`src/hdl/b64d_pkg.sv`:
```
`timescale 1ns / 1ps

package b64d_pkg;

  // Queue depth between the classifier and the result sequencer
  localparam int unsigned DEFAULT_QUEUE_DEPTH = 4;

  // Character codes of interest
  localparam logic [7:0] CHAR_PAD       = 8'h3D;  // '='
  localparam logic [7:0] CHAR_PLUS      = 8'h2B;  // '+'
  localparam logic [7:0] CHAR_SLASH     = 8'h2F;  // '/'
  localparam logic [7:0] CHAR_UPPER_A   = 8'h41;
  localparam logic [7:0] CHAR_UPPER_Z   = 8'h5A;
  localparam logic [7:0] CHAR_LOWER_A   = 8'h61;
  localparam logic [7:0] CHAR_LOWER_Z   = 8'h7A;
  localparam logic [7:0] CHAR_DIGIT_0   = 8'h30;
  localparam logic [7:0] CHAR_DIGIT_9   = 8'h39;
  localparam logic [7:0] LOWER_OFFSET   = 8'd71;  // 'a' - 26
  localparam logic [7:0] DIGIT_OFFSET   = 8'd4;   // 52 - '0', added

  localparam logic [5:0] SEXTET_PLUS    = 6'd62;
  localparam logic [5:0] SEXTET_SLASH   = 6'd63;

  // Status codes on the final result
  localparam logic [1:0] STAT_OK      = 2'd0;
  localparam logic [1:0] STAT_BAD_LEN = 2'd1;
  localparam logic [1:0] STAT_BAD_PAD = 2'd2;

  // Result kinds
  localparam logic KIND_DATA   = 1'b0;
  localparam logic KIND_STATUS = 1'b1;

  localparam logic [15:0] COUNT_MAX = 16'hFFFF;

  typedef struct packed {
    logic       ok;
    logic [5:0] val;
  } sextet_t;

  // Work handed from the classifier to the result sequencer
  typedef struct packed {
    logic [1:0]  nbytes;      // data bytes to emit, 0..3
    logic [23:0] word;        // completed group, first byte in the top bits
    logic        has_status;  // a status result follows the bytes
    logic [1:0]  status;
    logic [15:0] count;
  } job_t;

  // Queue fill state seen at the top level
  typedef struct packed {
    logic push;
    logic pop;
    logic full;
    logic empty;
  } queue_stat_t;

  // Map one character to its alphabet value; '=' counts as value zero
  function automatic sextet_t sextet_of(input logic [7:0] c);
    sextet_t r;
    logic [7:0] t;
    r = '0;
    t = '0;
    if (c >= CHAR_UPPER_A && c <= CHAR_UPPER_Z) begin
      t = c - CHAR_UPPER_A;
      r.ok = 1'b1;
      r.val = t[5:0];
    end else if (c >= CHAR_LOWER_A && c <= CHAR_LOWER_Z) begin
      t = c - LOWER_OFFSET;
      r.ok = 1'b1;
      r.val = t[5:0];
    end else if (c >= CHAR_DIGIT_0 && c <= CHAR_DIGIT_9) begin
      t = c + DIGIT_OFFSET;
      r.ok = 1'b1;
      r.val = t[5:0];
    end else if (c == CHAR_PLUS) begin
      r.ok = 1'b1;
      r.val = SEXTET_PLUS;
    end else if (c == CHAR_SLASH) begin
      r.ok = 1'b1;
      r.val = SEXTET_SLASH;
    end else if (c == CHAR_PAD) begin
      r.ok = 1'b1;
      r.val = '0;
    end
    return r;
  endfunction

endpackage

```
`src/hdl/b64d_front.sv`:
```
`timescale 1ns / 1ps

module b64d_front import b64d_pkg::*; (
  input  logic       clk_i,
  input  logic       rst_ni,
  input  logic       in_valid_i,
  input  logic       in_ready_i,
  input  logic [7:0] char_code_i,
  input  logic       last_char_i,
  output logic       push_o,
  output job_t       job_o
);

  logic [17:0] group_q, group_d;
  logic [1:0]  fill_q, fill_d;
  logic [2:0]  pad_q, pad_d;
  logic [1:0]  mod4_q, mod4_d;
  logic        any_q, any_d;
  logic        done_q, done_d;
  logic        perr_q, perr_d;
  logic [15:0] total_q, total_d;

  logic        accept;
  sextet_t     sx;
  logic        is_pad;
  logic [2:0]  pad_nxt;
  logic [1:0]  nb;
  logic [16:0] sum;
  logic [1:0]  status;

  assign accept = in_valid_i & in_ready_i;
  assign sx     = sextet_of(char_code_i);
  assign is_pad = (char_code_i == CHAR_PAD);

  // Group assembly, padding and length tracking for one character
  always_comb begin
    group_d = group_q;
    fill_d  = fill_q;
    pad_d   = pad_q;
    mod4_d  = mod4_q;
    any_d   = any_q;
    done_d  = done_q;
    perr_d  = perr_q;
    total_d = total_q;
    nb      = '0;
    pad_nxt = pad_q + {2'b00, is_pad};
    job_o   = '0;
    sum     = '0;
    status  = STAT_OK;

    if (sx.ok) begin
      any_d  = 1'b1;
      mod4_d = mod4_q + 2'd1;
      if (!done_q) begin
        if (fill_q != 2'd3) begin
          group_d = {group_q[11:0], sx.val};
          fill_d  = fill_q + 2'd1;
          pad_d   = pad_nxt;
        end else begin
          if (pad_nxt >= 3'd3) begin
            perr_d = 1'b1;
            done_d = 1'b1;
          end else begin
            nb = 2'd3 - pad_nxt[1:0];
            if (pad_nxt != 3'd0) begin
              done_d = 1'b1;
            end
          end
          group_d = '0;
          fill_d  = '0;
          pad_d   = '0;
        end
      end
    end

    // Saturating byte total
    sum = {1'b0, total_q} + {15'd0, nb};
    if (sum[16]) begin
      total_d = COUNT_MAX;
    end else begin
      total_d = sum[15:0];
    end

    // Length error takes precedence over padding error
    if (!any_d || mod4_d != 2'd0) begin
      status = STAT_BAD_LEN;
    end else if (perr_d) begin
      status = STAT_BAD_PAD;
    end

    job_o.nbytes     = nb;
    job_o.word       = {group_q, sx.val};
    job_o.has_status = last_char_i;
    job_o.status     = status;
    job_o.count      = total_d;

    // End of message: back to the reset state
    if (last_char_i) begin
      group_d = '0;
      fill_d  = '0;
      pad_d   = '0;
      mod4_d  = '0;
      any_d   = 1'b0;
      done_d  = 1'b0;
      perr_d  = 1'b0;
      total_d = '0;
    end
  end

  // Only characters that cause results enter the queue
  assign push_o = accept & ((nb != 2'd0) | last_char_i);

  always_ff @(posedge clk_i or negedge rst_ni) begin
    if (!rst_ni) begin
      group_q <= '0;
      fill_q  <= '0;
      pad_q   <= '0;
      mod4_q  <= '0;
      any_q   <= 1'b0;
      done_q  <= 1'b0;
      perr_q  <= 1'b0;
      total_q <= '0;
    end else if (accept) begin
      group_q <= group_d;
      fill_q  <= fill_d;
      pad_q   <= pad_d;
      mod4_q  <= mod4_d;
      any_q   <= any_d;
      done_q  <= done_d;
      perr_q  <= perr_d;
      total_q <= total_d;
    end
  end

endmodule

```
`src/hdl/b64d_queue.sv`:
```
`timescale 1ns / 1ps

module b64d_queue import b64d_pkg::*; #(
  parameter int unsigned QUEUE_DEPTH = DEFAULT_QUEUE_DEPTH
) (
  input  logic        clk_i,
  input  logic        rst_ni,
  input  logic        push_i,
  input  job_t        push_job_i,
  input  logic        pop_i,
  output job_t        pop_job_o,
  output queue_stat_t stat_o
);

  localparam int unsigned AW = (QUEUE_DEPTH > 1) ? $clog2(QUEUE_DEPTH) : 1;
  localparam int unsigned CW = $clog2(QUEUE_DEPTH + 1);
  localparam logic [AW-1:0] LAST_PTR = AW'(QUEUE_DEPTH - 1);
  localparam logic [CW-1:0] FULL_CNT = CW'(QUEUE_DEPTH);

  job_t          entries_q [QUEUE_DEPTH];
  logic [AW-1:0] wr_ptr_q, wr_ptr_d;
  logic [AW-1:0] rd_ptr_q, rd_ptr_d;
  logic [CW-1:0] cnt_q, cnt_d;
  logic          do_push, do_pop;

  assign stat_o.full  = (cnt_q == FULL_CNT);
  assign stat_o.empty = (cnt_q == '0);
  assign do_push      = push_i & ~stat_o.full;
  assign do_pop       = pop_i & ~stat_o.empty;
  assign stat_o.push  = push_i;
  assign stat_o.pop   = pop_i;
  assign pop_job_o    = entries_q[rd_ptr_q];

  // Pointer wrap and fill count
  always_comb begin
    wr_ptr_d = wr_ptr_q;
    rd_ptr_d = rd_ptr_q;
    cnt_d    = cnt_q;
    if (do_push) begin
      wr_ptr_d = (wr_ptr_q == LAST_PTR) ? '0 : wr_ptr_q + AW'(1);
    end
    if (do_pop) begin
      rd_ptr_d = (rd_ptr_q == LAST_PTR) ? '0 : rd_ptr_q + AW'(1);
    end
    if (do_push && !do_pop) begin
      cnt_d = cnt_q + CW'(1);
    end else if (do_pop && !do_push) begin
      cnt_d = cnt_q - CW'(1);
    end
  end

  always_ff @(posedge clk_i or negedge rst_ni) begin
    if (!rst_ni) begin
      wr_ptr_q <= '0;
      rd_ptr_q <= '0;
      cnt_q    <= '0;
    end else begin
      wr_ptr_q <= wr_ptr_d;
      rd_ptr_q <= rd_ptr_d;
      cnt_q    <= cnt_d;
    end
  end

  // Entry storage
  always_ff @(posedge clk_i) begin
    if (do_push) begin
      entries_q[wr_ptr_q] <= push_job_i;
    end
  end

endmodule

```
`src/hdl/b64d_back.sv`:
```
`timescale 1ns / 1ps

module b64d_back import b64d_pkg::*; (
  input  logic        clk_i,
  input  logic        rst_ni,
  input  logic        job_valid_i,
  input  job_t        job_i,
  output logic        job_pop_o,
  output logic        m_tvalid_o,
  input  logic        m_tready_i,
  output logic [31:0] m_tdata_o,
  output logic        m_tlast_o,
  output logic        m_tuser_o
);

  logic        cur_valid_q, cur_valid_d;
  job_t        cur_q, cur_d;
  logic [1:0]  idx_q, idx_d;
  logic        out_valid_q, out_valid_d;
  logic [31:0] out_data_q, out_data_d;
  logic        out_last_q, out_last_d;
  logic        out_kind_q, out_kind_d;

  logic        load_out;
  logic        job_end;
  logic        take_job;
  logic [7:0]  byte_sel;

  assign load_out = cur_valid_q & (~out_valid_q | m_tready_i);
  assign job_end  = cur_q.has_status ? (idx_q == cur_q.nbytes)
                                     : (idx_q == cur_q.nbytes - 2'd1);
  assign take_job = ~cur_valid_q | (load_out & job_end);
  assign job_pop_o = take_job & job_valid_i;

  // Byte of the group for the current result, first byte highest
  always_comb begin
    case (idx_q)
      2'd0:    byte_sel = cur_q.word[23:16];
      2'd1:    byte_sel = cur_q.word[15:8];
      2'd2:    byte_sel = cur_q.word[7:0];
      default: byte_sel = '0;
    endcase
  end

  // Walk the results of the held job
  always_comb begin
    cur_valid_d = cur_valid_q;
    cur_d       = cur_q;
    idx_d       = idx_q;
    if (take_job) begin
      cur_valid_d = job_valid_i;
      cur_d       = job_i;
      idx_d       = '0;
    end else if (load_out) begin
      idx_d = idx_q + 2'd1;
    end
  end

  // Output register
  always_comb begin
    out_valid_d = out_valid_q;
    out_data_d  = out_data_q;
    out_last_d  = out_last_q;
    out_kind_d  = out_kind_q;
    if (load_out) begin
      out_valid_d = 1'b1;
      out_last_d  = job_end;
      if (idx_q < cur_q.nbytes) begin
        out_kind_d = KIND_DATA;
        out_data_d = {24'd0, byte_sel};
      end else begin
        out_kind_d = KIND_STATUS;
        out_data_d = {6'd0, cur_q.count, cur_q.status, 8'd0};
      end
    end else if (m_tready_i) begin
      out_valid_d = 1'b0;
    end
  end

  always_ff @(posedge clk_i or negedge rst_ni) begin
    if (!rst_ni) begin
      cur_valid_q <= 1'b0;
      idx_q       <= '0;
      out_valid_q <= 1'b0;
    end else begin
      cur_valid_q <= cur_valid_d;
      idx_q       <= idx_d;
      out_valid_q <= out_valid_d;
    end
  end

  always_ff @(posedge clk_i) begin
    cur_q      <= cur_d;
    out_data_q <= out_data_d;
    out_last_q <= out_last_d;
    out_kind_q <= out_kind_d;
  end

  assign m_tvalid_o = out_valid_q;
  assign m_tdata_o  = out_data_q;
  assign m_tlast_o  = out_last_q;
  assign m_tuser_o  = out_kind_q;

endmodule

```
`src/hdl/base64_stream_decoder.sv`:
```
`timescale 1ns / 1ps

// Channel  | Dir | Handshake           | Payload
// ---------+-----+---------------------+-------------------------------------------
// s_       | in  | s_tvalid_i/tready_o | tdata[7:0] char_code, tlast last_char
// m_       | out | m_tvalid_o/tready_i | tdata data_byte,status,decoded_count;
//          |     |                     | tuser kind, tlast end_of_run
//
// One character is accepted per cycle while the job queue has room.
// Results leave at one per cycle from the output register when m_tready_i is high;
// a character that completes a group with a status makes up to four, so the queue
// depth (QUEUE_DEPTH) sets how far the input side can run ahead of the output side.
// A result passes the job queue, held-job register and output register in turn.
// Reset (rst_ni low) clears all control state; no clearing pass is needed.

module base64_stream_decoder import b64d_pkg::*; #(
  parameter int unsigned QUEUE_DEPTH = DEFAULT_QUEUE_DEPTH
) (
  input  logic        clk_i,
  input  logic        rst_ni,
  input  logic        s_tvalid_i,
  output logic        s_tready_o,
  input  logic [7:0]  s_tdata_i,   // [7:0] char_code
  input  logic        s_tlast_i,
  output logic        m_tvalid_o,
  input  logic        m_tready_i,
  output logic [31:0] m_tdata_o,   // [7:0] data_byte, [9:8] status,
                                   // [25:10] decoded_count, [31:26] zero
  output logic        m_tlast_o,
  output logic        m_tuser_o    // [0] kind
);

  logic        push;
  job_t        push_job;
  job_t        pop_job;
  logic        pop;
  queue_stat_t qstat;

  assign s_tready_o = ~qstat.full;

  b64d_front u_front (
    .clk_i       (clk_i),
    .rst_ni      (rst_ni),
    .in_valid_i  (s_tvalid_i),
    .in_ready_i  (s_tready_o),
    .char_code_i (s_tdata_i),
    .last_char_i (s_tlast_i),
    .push_o      (push),
    .job_o       (push_job)
  );

  b64d_queue #(
    .QUEUE_DEPTH (QUEUE_DEPTH)
  ) u_queue (
    .clk_i      (clk_i),
    .rst_ni     (rst_ni),
    .push_i     (push),
    .push_job_i (push_job),
    .pop_i      (pop),
    .pop_job_o  (pop_job),
    .stat_o     (qstat)
  );

  b64d_back u_back (
    .clk_i       (clk_i),
    .rst_ni      (rst_ni),
    .job_valid_i (~qstat.empty),
    .job_i       (pop_job),
    .job_pop_o   (pop),
    .m_tvalid_o  (m_tvalid_o),
    .m_tready_i  (m_tready_i),
    .m_tdata_o   (m_tdata_o),
    .m_tlast_o   (m_tlast_o),
    .m_tuser_o   (m_tuser_o)
  );

  // Queue is never written when full nor read when empty
  assert property (@(posedge clk_i) disable iff (!rst_ni) qstat.push |-> !qstat.full)
    else $error("job queue overflow");
  assert property (@(posedge clk_i) disable iff (!rst_ni) qstat.pop |-> !qstat.empty)
    else $error("job queue underflow");

  // Status transaction closes its run and carries a defined code
  assert property (@(posedge clk_i) disable iff (!rst_ni)
    (m_tvalid_o && m_tuser_o == KIND_STATUS) |->
      (m_tlast_o && m_tdata_o[9:8] != 2'd3 && m_tdata_o[7:0] == 8'd0))
    else $error("malformed status transaction");

  // Data transactions carry no status or count
  assert property (@(posedge clk_i) disable iff (!rst_ni)
    (m_tvalid_o && m_tuser_o == KIND_DATA) |-> (m_tdata_o[31:8] == 24'd0))
    else $error("data transaction with status bits set");

endmodule
```
`config.mk`:
```
export PLATFORM = sky130hd
export DESIGN_NAME = base64_stream_decoder
export DESIGN_NICKNAME = d
export VERILOG_FILES = /design/src/hdl/b64d_pkg.sv /design/src/hdl/b64d_front.sv /design/src/hdl/b64d_queue.sv /design/src/hdl/b64d_back.sv /design/src/hdl/base64_stream_decoder.sv
export SDC_FILE = /design/constraint.sdc
export NUM_CORES = 1
export LEC_CHECK = 0
export ABC_AREA = 1
export BUFFER_PORTS_ARGS = -buffer_cell sky130_fd_sc_hd__buf_2
export CORE_ASPECT_RATIO = 1.75
export CORE_MARGIN = 2
export CORE_UTILIZATION = 40
export DETAILED_ROUTE_END_ITERATION = 8
export GPL_TIMING_DRIVEN = 0
export REMOVE_ABC_BUFFERS = 1
export SKIP_LAST_GASP = 1
export SYNTH_ARGS = -nofsm -noshare
export SYNTH_HDL_FRONTEND = slang
export SYNTH_HIERARCHICAL = 1
export SYNTH_SLANG_ARGS = --single-unit
```
`constraint.sdc`:
```
create_clock -name clk_i -period 6.9 [get_ports clk_i]
set_input_delay 1.38 -clock clk_i [delete_from_list [all_inputs] [get_ports clk_i]]
set_output_delay 1.38 -clock clk_i [all_outputs]
set_load 0.05 [all_outputs]
```
==> results.sh <==
export IMPL_wirelength_um=26100
export IMPL_grt_start_max_net_pins=101
export IMPL_antenna_found_initial=0
export IMPL_syn_inst=1218
export IMPL_start_util_pct=40.4
export IMPL_timing_fmax_mhz=200
export IMPL_grt_use_total_pct=14.8
export IMPL_drv_slew=0
export IMPL_nets=1292
export IMPL_grt_pass1_wl_um=42000
export IMPL_period_share_pct=72.3
export IMPL_pwr_share_comb_pct=28.3
export IMPL_worst_path_buf_inv=6
export IMPL_via_per_inst=4.76
export IMPL_end_kind="register"
export IMPL_ctsHoldBuffers=0
export IMPL_cts_buffer_depth=3
export IMPL_wl_per_cell_um=15.0
export IMPL_fin_util_pct=45.0
export IMPL_grt_overflow=0
export IMPL_met1Wirelength_um=10900
export IMPL_drive_above_1_share_pct=14.5
export IMPL_htreeDepth=1
export IMPL_pwr_share_clk_pct=26.4
export IMPL_path_delay_family="simple AND/OR/NAND/NOR gates"
export IMPL_drc=0
export IMPL_yosysWarnings=6
export IMPL_clock_sinks=308
export IMPL_setup_viol=0
export IMPL_port_buffers=42
export IMPL_drt_iter0_markers=433
export IMPL_required_ps=7190
export IMPL_dr_pass1_iters=4
export IMPL_cts_resized=0
export IMPL_fin_ws_ps=1910
export IMPL_met3WireLength_um=966
export IMPL_fp_dieW_um=145
export IMPL_crit_fanout=8
export IMPL_preCtsSetupSlack_ps=1300
export IMPL_p_sw_share_pct=34.6
export IMPL_p_int_mw=4.02
export IMPL_peakVddDrop_mv=0.180
export IMPL_finalClockSkew_ps=23.9
export IMPL_p_switching_mw=2.13
export IMPL_syn_cell_area_sq_um=13900
export IMPL_status="finished clean"
export IMPL_route_met2_wl_um=13600
export IMPL_clk_latency_ps=560
export IMPL_fp_coreArea_sq_um=34300
export IMPL_ant_nets=0
export IMPL_vias=8249
export IMPL_fillers=3066
export IMPL_hpwl_um=16100
export IMPL_crit_type="in2reg"
export IMPL_post_cts_buffers=0
export IMPL_cts_clk_slew_worst_paths_ps=60
export IMPL_drv_cap=0
export IMPL_hold_class="reg2reg"
export IMPL_cpPeakStageDelay_ps=520
export IMPL_grt_pass1_vias=8113
export IMPL_tns_ps=0
export IMPL_leakage_nw=6.32
export IMPL_rows=90
export IMPL_highest_layer="met4"
export IMPL_ios=49
export IMPL_post_route_min_period_ps=4990
export IMPL_root_buffer="clkbuf_16"
export IMPL_hold_viol=0
export IMPL_path_cells="buf_2 -> ha_1 -> nand2_1 -> inv_1 -> nand2_1 -> inv_1 -> ha_1 -> ha_1 -> xnor2_1 -> inv_1 -> nor3_1 -> ha_1 -> inv_1 -> fa_1 -> inv_1 -> nand2_1 -> nor3_2 -> nand3_2 -> nor2_4 -> o21ai_0 -> o21ai_0"
export IMPL_cts_buffers=27
export IMPL_crit_top_cell="inv_1"
export IMPL_arrival_ps=5280
export IMPL_pwr_share_seq_pct=45.3
export IMPL_powerDensity_nw_per_um2=397
export IMPL_worst_path_max_delay_cell="nor3_1"
export IMPL_slew_headroom_pct=28.4
export IMPL_gp_congestion=0.840
export IMPL_rsz0062_at_grt="no"
export IMPL_worst_pin_slew_ps=1070
export IMPL_synth_area_per_cell_sq_um=11.4
export IMPL_cp_start_kind="primary input"
export IMPL_area_growth_syn_to_layout_pct=11.5
export IMPL_fp_dieArea_sq_um=36300
export IMPL_tritoncts="yes"
export IMPL_die_height_um=250
export IMPL_antenna_diode_count=0
[layer usage]
layer | global-route usage, % | vias up
li1 | - | 4126
met1 | 18.4 | 3938
met2 | 26.6 | 155
met3 | 1.66 | 30
met4 | 4.44 | 0
met5 | 0 | -
[final cells by class]
cell class	count	area [sq um]	area share (%)
tap	460	576	3.72
timing repair buffer	53	450	2.91
multi-input combinational	664	3750	24.2
inverter	198	747	4.83
clock inverter	15	195	1.26
sequential	308	8980	58.0
clock buffer	35	778	5.03
[worst paths after layout]
path                                   start                       end  slack, ps  cells after the start
min in group asynchronous             rst_ni       u_front/group_q[15]        920                      1
min reg2reg                u_front/fill_q[1]         u_front/fill_q[1]        490                      2
max                             s_tdata_i[2]  u_queue/entries_q[2][12]       1910                     21
min                        u_front/fill_q[1]         u_front/fill_q[1]        490                      2
max in group asynchronous             rst_ni       u_queue/rd_ptr_q[0]       5360                      1
max reg2reg                 u_front/pad_q[0]  u_queue/entries_q[2][12]       3110                     15
[state kept, by name (all words and copies together), names as in the netlist]
name	flops
u_front/done_q	1
u_back/idx_q	2
u_front/total_q	16
u_back/m_tuser_o	1
u_front/perr_q	1
u_back/cur_q	45
u_back/cur_valid_q	1
u_front/any_q	1
u_front/fill_q	2
u_queue/entries_q	180
u_queue/rd_ptr_q	2
u_back/m_tlast_o	1
u_queue/wr_ptr_q	2
u_back/m_tvalid_o	1
u_back/m_tdata_o	26
u_queue/cnt_q	3
u_front/mod4_q	2
u_front/group_q	18
u_front/pad_q	3
[power groups by stage]
stage	clock network, mW	logic, mW	registers [mW]
after floorplan	0	0.909	3.13
after CTS	1.66	1.78	2.79
after global routing	1.73	1.94	2.84
after global placement	0	1.61	2.95
final	1.62	1.74	2.78
after detailed placement	0	1.78	2.83
[cells in the final DEF (no fill, tap or decap), types with 25 or more instances in the layout]
master,count
ha_1,25
clkbuf_16,29
o211ai_1,82
dfrtp_1,53
nor2_1,54
buf_2,41
inv_1,189
nand3_1,45
nand2_1,299
edfxtp_1,253
[through the flow]
stage	cell area, sq um	hold slack, ps	power (mW)	std cells
2_1_floorplan	13400	457	4.04	1170
3_3_place_gp	14200	469	4.56	1672
3_5_place_dp	14500	482	4.60	1683
4_1_cts	15500	495	6.23	1733
5_1_grt	15500	527	6.51	1733
6_report	15500	491	6.14	1733
[worst register-to-register path: cells and delay by family (launching register included)]
| family | cells | cell delay (ps) |
|---|---|---|
| adder cells (fa/ha/maj) | 4 | 1040 |
| AO/OA/AOI/OAI | 2 | 330 |
| buffers and inverters | 3 | 270 |
| XOR/XNOR | 1 | 300 |
| AND/OR/NAND/NOR | 5 | 1210 |
| flip-flops | 1 | 380 |
Note: power is estimated with default switching activity, not from simulation.
